==> config.mk <==
export PLATFORM = sky130hd
export DESIGN_NAME = lu_dec_div
export DESIGN_NICKNAME = d
export VERILOG_FILES = /design/src/design/lu_decompose_partial_pivot_core_macros.svh /design/src/design/lu_dec_pkg.sv /design/src/design/lu_dec_div.sv
export SDC_FILE = /design/constraint.sdc
export NUM_CORES = 1
export LEC_CHECK = 0
export BUFFER_PORTS_ARGS = -buffer_cell sky130_fd_sc_hd__clkbuf_2
export CAP_MARGIN = 20
export CELL_PAD_IN_SITES_DETAIL_PLACEMENT = 0
export CELL_PAD_IN_SITES_GLOBAL_PLACEMENT = 2
export CORE_MARGIN = 1.5
export CORE_UTILIZATION = 40
export CTS_CLUSTER_DIAMETER = 40
export CTS_CLUSTER_SIZE = 14
export DETAILED_ROUTE_END_ITERATION = 8
export PLACE_DENSITY_LB_ADDON = 0.1
export SLEW_MARGIN = 10
export SYNTH_ARGS = -nofsm -noshare
export SYNTH_HDL_FRONTEND = slang
export SYNTH_SLANG_ARGS = --single-unit
==> constraint.sdc <==
create_clock -name clk -period 13.09 [get_ports clk]
set_input_delay 0.6545 -clock clk [delete_from_list [all_inputs] [get_ports clk]]
set_output_delay 0.6545 -clock clk [all_outputs]
set_load 0.01 [all_outputs]
==> src/design/lu_decompose_partial_pivot_core_macros.svh <==
// Assertion macros for the LU decomposition core.
// Depends on nothing; included by the top level.
`ifndef LU_DECOMPOSE_PARTIAL_PIVOT_CORE_MACROS_SVH
`define LU_DECOMPOSE_PARTIAL_PIVOT_CORE_MACROS_SVH
`ifndef NO_ASSERTIONS
`define LU_ASSERT_IMPL(label, clk, rst_n, prop, msg) \
	label: assert property (@(posedge clk) disable iff (!rst_n) prop) else $error(msg);
`define LU_ASSERT_NEXT(label, clk, rst_n, ante, cons, msg) \
	label: assert property (@(posedge clk) disable iff (!rst_n) ante |=> cons) else $error(msg);
`else
`define LU_ASSERT_IMPL(label, clk, rst_n, prop, msg)
`define LU_ASSERT_NEXT(label, clk, rst_n, ante, cons, msg)
`endif
`endif

==> src/design/lu_dec_pkg.sv <==
// Shared types and constants of the LU decomposition core.
// No dependencies.
`default_nettype none
package lu_dec_pkg;
	localparam int MaxOrder = 8;
	localparam int FracBits = 16;
	localparam int WordBits = 32;
	localparam int IoBits   = 32;

	localparam logic [1:0] KIND_WRITE  = 2'd0;
	localparam logic [1:0] KIND_START  = 2'd1;
	localparam logic [1:0] KIND_READ   = 2'd2;
	localparam logic [1:0] KIND_UNUSED = 2'd3;

	typedef struct packed {
		logic start;
		logic busy;
	} div_ctl_t;
endpackage
`default_nettype wire

==> src/design/lu_dec_div.sv <==
// Sequential restoring divider: saturated fixed-point quotient (a << F) / b.
// Depends on lu_dec_pkg.
`default_nettype none
module lu_dec_div #(
	parameter int WORD_BITS = lu_dec_pkg::WordBits,
	parameter int FRAC_BITS = lu_dec_pkg::FracBits
) (
	input  wire                         clk,
	input  wire                         arst_n,
	input  wire lu_dec_pkg::div_ctl_t   ctl_in,
	input  wire signed [WORD_BITS-1:0]  num,
	input  wire signed [WORD_BITS-1:0]  den,
	output logic                        done,
	output logic signed [WORD_BITS-1:0] quot
);
	localparam int NB = WORD_BITS + FRAC_BITS;
	localparam int CW = $clog2(NB + 1);

	logic [NB-1:0]      num_q;
	logic [NB-1:0]      q_q;
	logic [WORD_BITS:0] rem_q;
	logic [WORD_BITS:0] d_q;
	logic               neg_q;
	logic [CW-1:0]      cnt_q;
	logic               run_q;
	logic [WORD_BITS:0] rs;
	logic [WORD_BITS:0] lim;
	logic [NB-1:0]      qm;
	logic [WORD_BITS:0] nm;

	function automatic logic [WORD_BITS:0] magf(input logic signed [WORD_BITS-1:0] x);
		logic [WORD_BITS:0] e;
		e = {x[WORD_BITS-1], x};
		return x[WORD_BITS-1] ? (~e + 1'b1) : e;
	endfunction

	assign rs = {rem_q[WORD_BITS-1:0], num_q[NB-1]};
	assign nm = magf(num);

	always_ff @(posedge clk or negedge arst_n) begin
		if (!arst_n) begin
			run_q <= 1'b0;
			cnt_q <= '0;
			done  <= 1'b0;
		end else begin
			done <= 1'b0;
			if (ctl_in.start) begin
				run_q <= 1'b1;
				cnt_q <= CW'(NB);
			end else if (run_q) begin
				cnt_q <= cnt_q - 1'b1;
				if (cnt_q == CW'(1)) begin
					run_q <= 1'b0;
					done  <= 1'b1;
				end
			end
		end
	end

	always_ff @(posedge clk) begin
		if (ctl_in.start) begin
			num_q <= {nm[WORD_BITS-1:0], {FRAC_BITS{1'b0}}};
			d_q   <= magf(den);
			rem_q <= '0;
			q_q   <= '0;
			neg_q <= num[WORD_BITS-1] ^ den[WORD_BITS-1];
		end else if (run_q) begin
			num_q <= num_q << 1;
			if (rs >= d_q) begin
				rem_q <= rs - d_q;
				q_q   <= {q_q[NB-2:0], 1'b1};
			end else begin
				rem_q <= rs;
				q_q   <= {q_q[NB-2:0], 1'b0};
			end
		end
	end

	always_comb begin
		lim = neg_q ? {2'b01, {(WORD_BITS-1){1'b0}}} : {2'b00, {(WORD_BITS-1){1'b1}}};
		qm = q_q;
		if ((NB)'(qm) > (NB)'(lim)) qm = NB'(lim);
		quot = neg_q ? WORD_BITS'(~qm + 1'b1) : WORD_BITS'(qm);
	end
endmodule
`default_nettype wire

==> results.ini, run 1 <==
[status]
outcome=finished clean

[grt]
grt_start_max_net_pins=127
grt_pass1_wl_mm=41.8
use_met3_pct=2.95
antenna_found_initial=0
use_met2_pct=29.1
top_usage_layer=met2
track_usage_pct=19.3
grt.met1_usage_pct=29.0
overflow=0
grt_pass1_vias=7962

[power]
p_comb_share_pct=13.4
sw_frac_of_total_pct=27.8
powerDensity_nw_per_um2=104
p_total_w=0.00122
power.switching_w=0.000339
clock_power_share_pct=42.0
p_int_w=0.000881
p_seq_share_pct=44.6
peakVddDrop_mv=0.0721
leakage_nw=5.33

[timing]
tns_ps=0
fmax_ghz=0.161
slew_headroom_pct=29.3
final.period_utilization_pct=47.5
fin_skew_ps=12.2
period_needed_ps=6210
finalSetupViolCount=0
final_max_slew_viol_count=0
grt_setup_unrepaired=no
tightest_slew_ps=1060
fin_ws_ps=6880
hold_viol=0

[synth]
syn_avg_cell_area_um2=8.62
synth_cell_types=63
synth_commonest_cells=nor2_1 (151), nand2_1 (104), a21oi_1 (99)
synth_edf_count=66
synthCells=1207
yosys.area.top_type=edfxtp_1
ys.warnings.count=0
yosysSeqAreaShare_pct=36.4
synth_most_common_cell=nor2_1
synth_area_um2=10400
synthArstFlopShare_pct=5.19
netlist_top_cells_area=edfxtp_1 (19%), dfxtp_1 (15%), ha_1 (8.4%)
syn-num-nets=1346
synth_seq_cells=154
ys.flop_type=dfxtp_1
synth_top_area_share_pct=19.1

[drt]
drt-pass1-iter-count=5
drt_iter0_markers=616
drtAntennaViolNets=0
drc=0
viasPerCell=5.42
wirelength_mm=25.4
dr_total_vias=8738
detail_route.wl_per_cell_um=15.8

[cts]
cts_root_buffer=clkbuf_16
clockBufferDepth=2
cts.clk_slew.worst_paths_ps=70
cts_tree=built
cts_buffers=17
cts_hold_buf=0
cts.sink_count=154
post-cts-setup-buffer-count=0
h-tree-depth=4
cts_resized=0
clock_latency_ps=430

[finish]
diodes=0
fillers=2561
area_growth_pct=12.9
nNetsFinal=1408
drive_above_1_share_pct=12.0
stdcell_area_um2=11700

[die]
dieArea_um2=27000
die_h_um=164
ios=101
core_um2=25300
initial_core_util_pct=41.1
die_x_um=164
num_rows=58

[place]
globalplace.congestion=0.806
dp_slack_ps=7300
place_area_um2=11100
post-dp-hpwl_mm=17.4
port_buffers=99

[critical_path]
cp-end-kind=output port
crit_type=flip-flop to output port
reg2reg_depth=12
crit_required_ps=12440
reg2reg_to=rem_q[26]
crit_path_start_kind=flip-flop
r2r-start=num_q[47]
r2r_setup_slack_ps=9520
cp.arrival_ps=5560
critPathMaxFanout=76

[min_path]
min-delay-path-class=primary input to async pin

[job]
maxCapViolCount=0

cell usage in the layout, fill, tap and decap left out, types with 3 or more instances in the layout:
cell,n
nor2_1,150
nand2_1,104
a21oi_1,99
clkbuf_2,98
dfxtp_1,80
ha_1,70
edfxtp_1,66
o21ai_0,61
inv_1,56
mux2i_1,52
xor2_1,47
xnor2_1,43
o31ai_1,27
a21o_1,26
nor3_1,23
a311oi_1,23
nand4_1,21
or3_1,20
clkbuf_16,18
nor4_1,17
nand3_1,16
a211oi_1,15
o41ai_1,12
or4_1,8
nor2b_1,8
o21a_1,8
nand2b_1,8
a31oi_1,8
a221o_1,7
dfrtp_1,7
buf_4,7
and2_1,5
or2_2,5
nand3b_1,4
a2bb2oi_1,4
inv_6,4
o211ai_1,3
o21bai_1,3
and3_1,3
inv_8,3
worst max-delay path: stages, from the launching register on:
cell and delay, ps:
edfxtp_1 320, buf_4 600, inv_1 440, ha_1 420, nand4_1 130, nor2_1 170
nand3b_1 110, nand2b_1 180, and2_1 180, buf_4 230, o21ai_0 190, ha_1 500
nand2_1 220, nor4_1 380, nand2_1 250, o31ai_1 350, xor2_1 170, a21oi_1 80
clkbuf_2 180
worst max-delay path by stage:
| stage | from | endpoint | slack, ps | depth (start not counted) |
|---|---|---|---|---|
| after floorplan | neg_q | quot[26] | 7790 | 22 |
| after global placement | neg_q | quot[28] | 7400 | 18 |
| after detailed placement | neg_q | quot[30] | 7300 | 18 |
| after CTS | neg_q | quot[30] | 6840 | 18 |
| after global routing | neg_q | quot[28] | 6320 | 18 |
| final | neg_q | quot[28] | 6880 | 18 |
registers in the layout (all words and copies together), names as in the netlist:
signal,flops
cnt_q,6
rem_q,32
q_q,48
done,1
neg_q,1
num_q,32
d_q,33
run_q,1
area by class of cell:
class	instances	area, µm²	area share, %
clock buffers	19	454	3.87
clock inverters	13	151	1.29
inverters	56	210	1.79
multi-input cells	934	6170	52.6
flip-flops and latches	154	3790	32.3
well taps	330	413	3.52
repair buffers	106	554	4.72
cells by family (layout without fill, tap and decap cells):
logic type                 count (synthesis)  after routing  share of synthesized area [%]
buffers and inverters                    119            194                           4.29
xor gates and xnor gates                  90             90                           7.58
and+or+nand+nor                          406            406                           18.5
AOI/OAI and AO/OA                        314            314                           19.6
adders and majority gates                 71             71                           8.61
muxes                                     52             52                           5.00
DFF                                      154            154                           36.4
other                                      1              1                         0.0361
power groups by stage:
stage          registers, W  clock network (W)  logic, W
6_report           0.000544           0.000513  0.000163
5_1_grt            0.000548           0.000544  0.000187
4_1_cts            0.000545           0.000527  0.000165
2_1_floorplan      0.000553                  0  0.000114
3_5_place_dp       0.000555                  0  0.000164
3_3_place_gp       0.000555                  0  0.000164
routing by layer:
| metal | wire (µm) | up-vias |
|---|---|---|
| met5 | 0 | - |
| met4 | 167 | 0 |
| met3 | 914 | 10 |
| met2 | 10700 | 134 |
| met1 | 13600 | 4061 |
| li1 | - | 4533 |
stage by stage:
step | hold slack [ps] | instances | util (%)
6_report | 71.2 | 1612 | 46.4
3_3_place_gp | 474 | 1580 | 44.0
3_5_place_dp | 491 | 1580 | 44.0
4_1_cts | 62.0 | 1612 | 46.4
2_1_floorplan | 359 | 1207 | -
5_1_grt | 71.9 | 1612 | 46.4
No activity file was read; power rests on OpenSTA's default activity.
==> inputs of run 2 (changes only) <==
- ABC_AREA: not set -> 1
- CORE_UTILIZATION: 40 -> 32
- clock period: 13.09 -> 5.1 ns (I/O delays scaled with it)
==> run 2 against run 1 <==
Sequential power grew to 2.6 times the previous value. Critical path depth up 4. Via count up 10%. Global-route usage down 2.3 points. Non-clock buffer count is 7 higher. Die area is 31% higher. Largest cell class unchanged. Largest power group unchanged.
==> results.ini, run 2 <==
[cts]
h-tree-depth=4  ; unchanged
cts.sink_count=154  ; unchanged
cts_root_buffer=clkbuf_16  ; unchanged
cts_tree=built  ; unchanged
clockBufferDepth=2  ; unchanged
cts.clk_slew.worst_paths_ps=70  ; about the same
clock_latency_ps=430  ; about the same
cts_buffers=17  ; unchanged

[synth]
syn-num-nets=1648  ; was 1346
synth_commonest_cells=nand2_1 (345), inv_1 (197), nor2_1 (144)  ; was nor2_1 (151), nand2_1 (104), a21oi_1 (99)
synth_edf_count=66  ; unchanged
ys.warnings.count=0  ; unchanged
synthCells=1509  ; was 1207
yosys.area.top_type=edfxtp_1  ; unchanged
synth_top_area_share_pct=18.1  ; was 19.1%
yosysSeqAreaShare_pct=34.5  ; was 36.4%
synthMuxAreaShare_pct=0  ; was 5.00%
netlist_top_cells_area=edfxtp_1 (18%), dfxtp_1 (15%), nand2_1 (12%)  ; was edfxtp_1 (19%), dfxtp_1 (15%), ha_1 (8.4%)
synth_top_family_by_area=simple AND/OR/NAND/NOR gates  ; was compound AO/OA/AOI/OAI gates
synth_most_common_cell=nand2_1  ; was nor2_1
synthArstFlopShare_pct=5.19  ; unchanged
synth_adder_area_share_pct=8.17  ; was 8.61%
synth_cell_types=53  ; was 63
synth_seq_cells=154  ; unchanged
syn_avg_cell_area_um2=7.26  ; was 8.62 µm²
synth_area_um2=11000  ; was 10400 µm²
synth-compound-area-share_pct=15.4  ; was 19.6%
synthXorXnorAreaFrac_pct=7.11  ; was 7.58%
yosys.area_share.simple_pct=25.8  ; was 18.5%
ys.flop_type=dfxtp_1  ; unchanged

[critical_path]
r2r-start=d_q[2]  ; was num_q[47]
critPathLaunch=neg_q  ; unchanged
cp.arrival_ps=4180  ; was 5560 ps
reg2reg_to=rem_q[25]  ; was rem_q[26]
cp-end-kind=output port  ; unchanged
critPathMaxFanout=32  ; was 76
crit_required_ps=4850  ; was 12440 ps
crit_path_start_kind=flip-flop  ; unchanged
crit_type=flip-flop to output port  ; unchanged
reg2reg_depth=14  ; was 12
r2r_setup_slack_ps=1790  ; was 9520 ps

[drt]
drt_iter0_markers=415  ; was 616
dr_total_vias=9645  ; was 8738
drc=0  ; unchanged
viasPerCell=4.69  ; was 5.42
detail_route.wl_per_cell_um=14.1  ; was 15.8 µm
wirelength_mm=29.1  ; was 25.4 mm
drtAntennaViolNets=0  ; unchanged
drt-pass1-iter-count=5  ; unchanged

[die]
initial_core_util_pct=32.6  ; was 41.1%
die_h_um=188  ; was 164 µm
core_um2=33600  ; was 25300 µm²
die_x_um=188  ; was 164 µm
dieArea_um2=35400  ; was 27000 µm²
ios=101  ; unchanged
num_rows=67  ; was 58

[grt]
grt_start_max_net_pins=63  ; was 127
antenna_found_initial=0  ; unchanged
grt_pass1_vias=9377  ; was 7962
grt_pass1_wl_mm=48.6  ; was 41.8 mm
overflow=0  ; unchanged
track_usage_pct=17.0  ; was 19.3%

[status]
outcome=finished clean  ; unchanged

[finish]
final_cells=2057  ; was 1612
nNetsFinal=1735  ; was 1408
final_cell_mix=nand2_1 (345), inv_1 (196), nor2_1 (143)  ; was nor2_1 (150), nand2_1 (104), a21oi_1 (99)
layout.cells.most_common=nand2_1  ; was nor2_1
drive_above_1_share_pct=12.1  ; was 12.0%
largestRegisters=q_q x48, d_q x33  ; unchanged
area_growth_pct=14.5  ; was 12.9%
largest_reg_flops=48  ; unchanged
largest_register=q_q  ; unchanged
diodes=0  ; unchanged

[min_path]
whs_path_depth=1
hp-start=den[0]
min_to=d_q[0]
min-delay-path-class=primary input to flip-flop  ; was primary input to async pin

[power]
peakVddDrop_mv=0.203  ; was 0.0721 mV
leakage_nw=6.01  ; was 5.33 nW
powerDensity_nw_per_um2=252  ; was 104 nW/µm²

[timing]
final.period_utilization_pct=86.9
slew_headroom_pct=34.3  ; was 29.3%
grt_setup_unrepaired=no  ; unchanged
fin_skew_ps=13.4  ; was 12.2 ps
final_max_slew_viol_count=0  ; unchanged
finalSetupViolCount=0  ; unchanged
fin_ws_ps=667  ; was 6880 ps
period_needed_ps=4430
tightest_slew_ps=982  ; was 1060 ps
fmax_ghz=0.226
tns_ps=0  ; unchanged
hold_viol=0  ; unchanged

[job]
maxCapViolCount=0  ; unchanged

[place]
globalplace.congestion=0.804  ; was 0.806
dp_cells=2023  ; was 1580
post-dp-hpwl_mm=22.5  ; was 17.4 mm
port_buffers=99  ; unchanged
dp_slack_ps=686  ; was 7300 ps

[run 2: layout make-up]
type,instances,area (µm²)
Inverter,201,759
Timing Repair Buffer,113,616
Tap cell,448,561
Clock buffer,22,539
Multi-Input combinational cell,1109,6190
Fill cell,3665,21100
Sequential cell,154,3780
Clock inverter,10,97.6
[run 2: power breakdown]
group,internal (W),switching [W],leakage [nW]
Sequential,0.00136,0.0000273,1.42
Clock,0.000808,0.000554,0.311
Combinational,0.000146,0.000258,4.28
[run 2: cells by family after synthesis]
kind of cell               Yosys count
and+or+nand+nor                    660
DFF                                154
other                                1
adders and majority gates           71
buffers and inverters              246
AOI/OAI and AO/OA                  288
xor gates and xnor gates            89
[run 2: worst max-delay path: stages (launching register included)]
cell and delay [ps]:
edfxtp_1 500, buf_4 300, ha_1 340, nand2_1 70
nor2_1 180, nand4_1 160, nor3_1 160, nand3_1 280
nand3_4 260, nand2_1 150, inv_1 90, ha_1 160
nand2_1 50, inv_1 40, nand2_1 100, inv_1 110
nand2_1 80, nor2_1 220, nand3_1 100, nand2_1 80
nand2_1 40, nand2_1 100, clkbuf_2 140
[run 2: what timing repair did]
action	4_1_cts	5_1_grt
hold endpoints to repair	8	0
hold buffers	1	0
endpoints found under the setup margin	0	8
buffers inserted	0	1
resized for setup	0	1
[run 2: metrics by stage]
step           utilization (%)  instance area (µm²)  hold slack [ps]  total power, W
6_report                  37.3                12500             64.1         0.00316
2_1_floorplan                -                11000            -40.6         0.00168
3_5_place_dp              35.4                11900              121         0.00182
4_1_cts                   37.3                12500             48.1         0.00320
3_3_place_gp              35.4                11900              117         0.00182
5_1_grt                   37.3                12500             51.0         0.00331
[run 2: how the worst max path moves through the flow]
stage	endpoint	slack, ps	cells past startpoint
floorplan	quot[26]	900	23
global placement	quot[30]	750	22
detailed placement	quot[30]	690	22
CTS	quot[30]	220	22
global route	quot[30]	250	22
finish	quot[30]	670	22
[run 2: layer usage]
metal	track usage [%]	wire, µm
met5	0	0
met4	3.11	190
met3	2.98	1040
met2	25.5	12000
met1	25.4	15900
==> inputs of run 3 (changes only) <==
- CORE_UTILIZATION: 32 -> 35
- REMOVE_ABC_BUFFERS: not set -> 1
- clock period: 5.1 -> 5 ns (I/O delays scaled with it)
==> run 3 against run 2 <==
Register-to-register slack lost 170 ps. Utilization is 3.3 points higher. Sequential cell count stayed put. Worst hold slack got worse by 17 ps. First-iteration DRC count grew 4.3%. Die area shrank 8.4%. Setup slack worse by 110 ps.
==> results.ini, run 3 (same netlist as run 2, synthesis figures left out) <==
[finish]
nNetsFinal=1734  ; was 1735
area_growth_pct=13.6  ; was 14.5%
final_cell_mix=nand2_1 (345), inv_1 (196), nor2_1 (143)  ; unchanged
largestRegisters=q_q x48, d_q x33  ; unchanged
final_cells=2004  ; was 2057
fillers=3328  ; was 3665
diodes=0  ; unchanged
drive_above_1_share_pct=11.9  ; was 12.1%
largest_register=q_q  ; unchanged
largest_reg_flops=48  ; unchanged
layout.cells.most_common=nand2_1  ; unchanged

[timing]
finalSetupViolCount=0  ; unchanged
hold_viol=0  ; unchanged
tightest_slew_ps=1060  ; was 982 ps
slew_headroom_pct=29.2  ; was 34.3%
fin_ws_ps=554  ; was 667 ps
final.period_utilization_pct=88.9
final_max_slew_viol_count=0  ; unchanged
grt_setup_unrepaired=no  ; unchanged
period_needed_ps=4450
fin_skew_ps=6.48  ; was 13.4 ps
fmax_ghz=0.225

[power]
p_total_w=0.00318  ; was 0.00316 W
peakVddDrop_mv=0.244  ; was 0.203 mV
leakage_nw=5.99  ; was 6.01 nW
powerDensity_nw_per_um2=255  ; was 252 nW/µm²

[drt]
dr_total_vias=9834  ; was 9645
drc=0  ; unchanged
drt-pass1-iter-count=5  ; unchanged
viasPerCell=4.91  ; was 4.69
drt_iter0_markers=433  ; was 415
detail_route.wl_per_cell_um=14.9  ; was 14.1 µm
drtAntennaViolNets=0  ; unchanged
wirelength_mm=29.8  ; was 29.1 mm

[critical_path]
crit_required_ps=4750  ; was 4850 ps
cp.arrival_ps=4200  ; was 4180 ps
crit_type=flip-flop to output port  ; unchanged
cp-end-kind=output port  ; unchanged
critPathMaxFanout=36  ; was 32
crit_path_start_kind=flip-flop  ; unchanged

[cts]
clock_latency_ps=430  ; about the same
cts_root_buffer=clkbuf_16  ; unchanged
cts.clk_slew.worst_paths_ps=70  ; about the same
clockBufferDepth=2  ; unchanged
h-tree-depth=4  ; unchanged
cts_tree=built  ; unchanged
post-cts-setup-buffer-count=0  ; unchanged
cts_buffers=17  ; unchanged
cts.sink_count=154  ; unchanged

[die]
dieArea_um2=32400  ; was 35400 µm²
initial_core_util_pct=35.7  ; was 32.6%
core_um2=30700  ; was 33600 µm²
die_h_um=180  ; was 188 µm
num_rows=64  ; was 67
ios=101  ; unchanged
die_x_um=180  ; was 188 µm

[grt]
top_usage_layer=met2  ; unchanged
antenna_found_initial=0  ; unchanged
grt.met1_usage_pct=24.0  ; was 25.4%
grt_start_max_net_pins=69  ; was 63
grt_pass1_wl_mm=49.4  ; was 48.6 mm
overflow=0  ; unchanged
grt_pass1_vias=9590  ; was 9377
use_met3_pct=2.82  ; was 2.98%
use_met2_pct=33.0  ; was 25.5%
track_usage_pct=18.8  ; was 17.0%

[place]
post-dp-hpwl_mm=22.5  ; about the same
dp_cells=1971  ; was 2023
dp_slack_ps=907  ; was 686 ps
port_buffers=99  ; unchanged
globalplace.congestion=0.834  ; was 0.804

[status]
outcome=finished clean  ; unchanged

[min_path]
min-delay-path-class=primary input to flip-flop  ; unchanged

[job]
maxCapViolCount=0  ; unchanged

## run 3: worst paths after layout
path                                start         to  slack (ps)  cells past startpoint
worst max-delay path                neg_q   quot[14]         550                     20
worst min-delay path               den[0]     d_q[0]          50                      1
worst max register to register     d_q[2]  rem_q[22]        1620                     15
min in group asynchronous          arst_n   cnt_q[5]         210                      2
worst min register to register  rem_q[31]  rem_q[31]         460                      2
max in group asynchronous          arst_n   cnt_q[1]        4600                      2
## run 3: area by class of cell
type | count | area, µm² | area share [%]
inverters | 201 | 756 | 6.07
flip-flops and latches | 154 | 3780 | 30.4
multi-input cells | 1109 | 6200 | 49.8
repair buffers | 112 | 596 | 4.78
clock buffers | 20 | 479 | 3.85
clock inverters | 12 | 136 | 1.10
well taps | 396 | 495 | 3.98
## run 3: through the flow
step / utilization [%] / hold slack (ps) / area [µm²] / setup TNS (ps)
after floorplan: - / -45.6 / 10700 / -80.6
after global placement: 38.5 / 112 / 11800 / 0
after detailed placement: 38.5 / 111 / 11800 / 0
after CTS: 40.6 / 32.0 / 12400 / 0
after global routing: 40.6 / 32.2 / 12400 / 0
final: 40.6 / 46.9 / 12400 / 0
## run 3: critical path, stage by stage (launching register included)
cell and delay, ps:
edfxtp_1 390, buf_4 270, ha_1 350, nand2_1 70
nor2_1 150, nand4_1 160, nor3_1 200, nand3_1 240
nand2_4 260, nand2_1 90, nand2_1 180, inv_1 70
ha_1 210, nand2_1 70, inv_1 30, nand2_1 140
inv_1 90, nand2_1 110, o21ai_0 120, o21ai_0 340
clkbuf_2 210
## run 3: report_power, final
part / total, W / internal, W / switching (W)
registers: 0.00141 / 0.00139 / 0.0000217
clock network: 0.00136 / 0.000799 / 0.000558
logic: 0.000408 / 0.000148 / 0.000260
## run 3: what timing repair did
action,in CTS,in global routing
resized for setup,0,1
endpoints found under the hold margin,8,0
hold buffers,1,0
setup endpoints to repair,0,2
## run 3: per-layer routing
layer	vias to the layer above	part of all wire, %
li1	5174	-
met1	4519	47
met2	106	49
met3	35	2.0
met4	0	1.6
met5	-	0
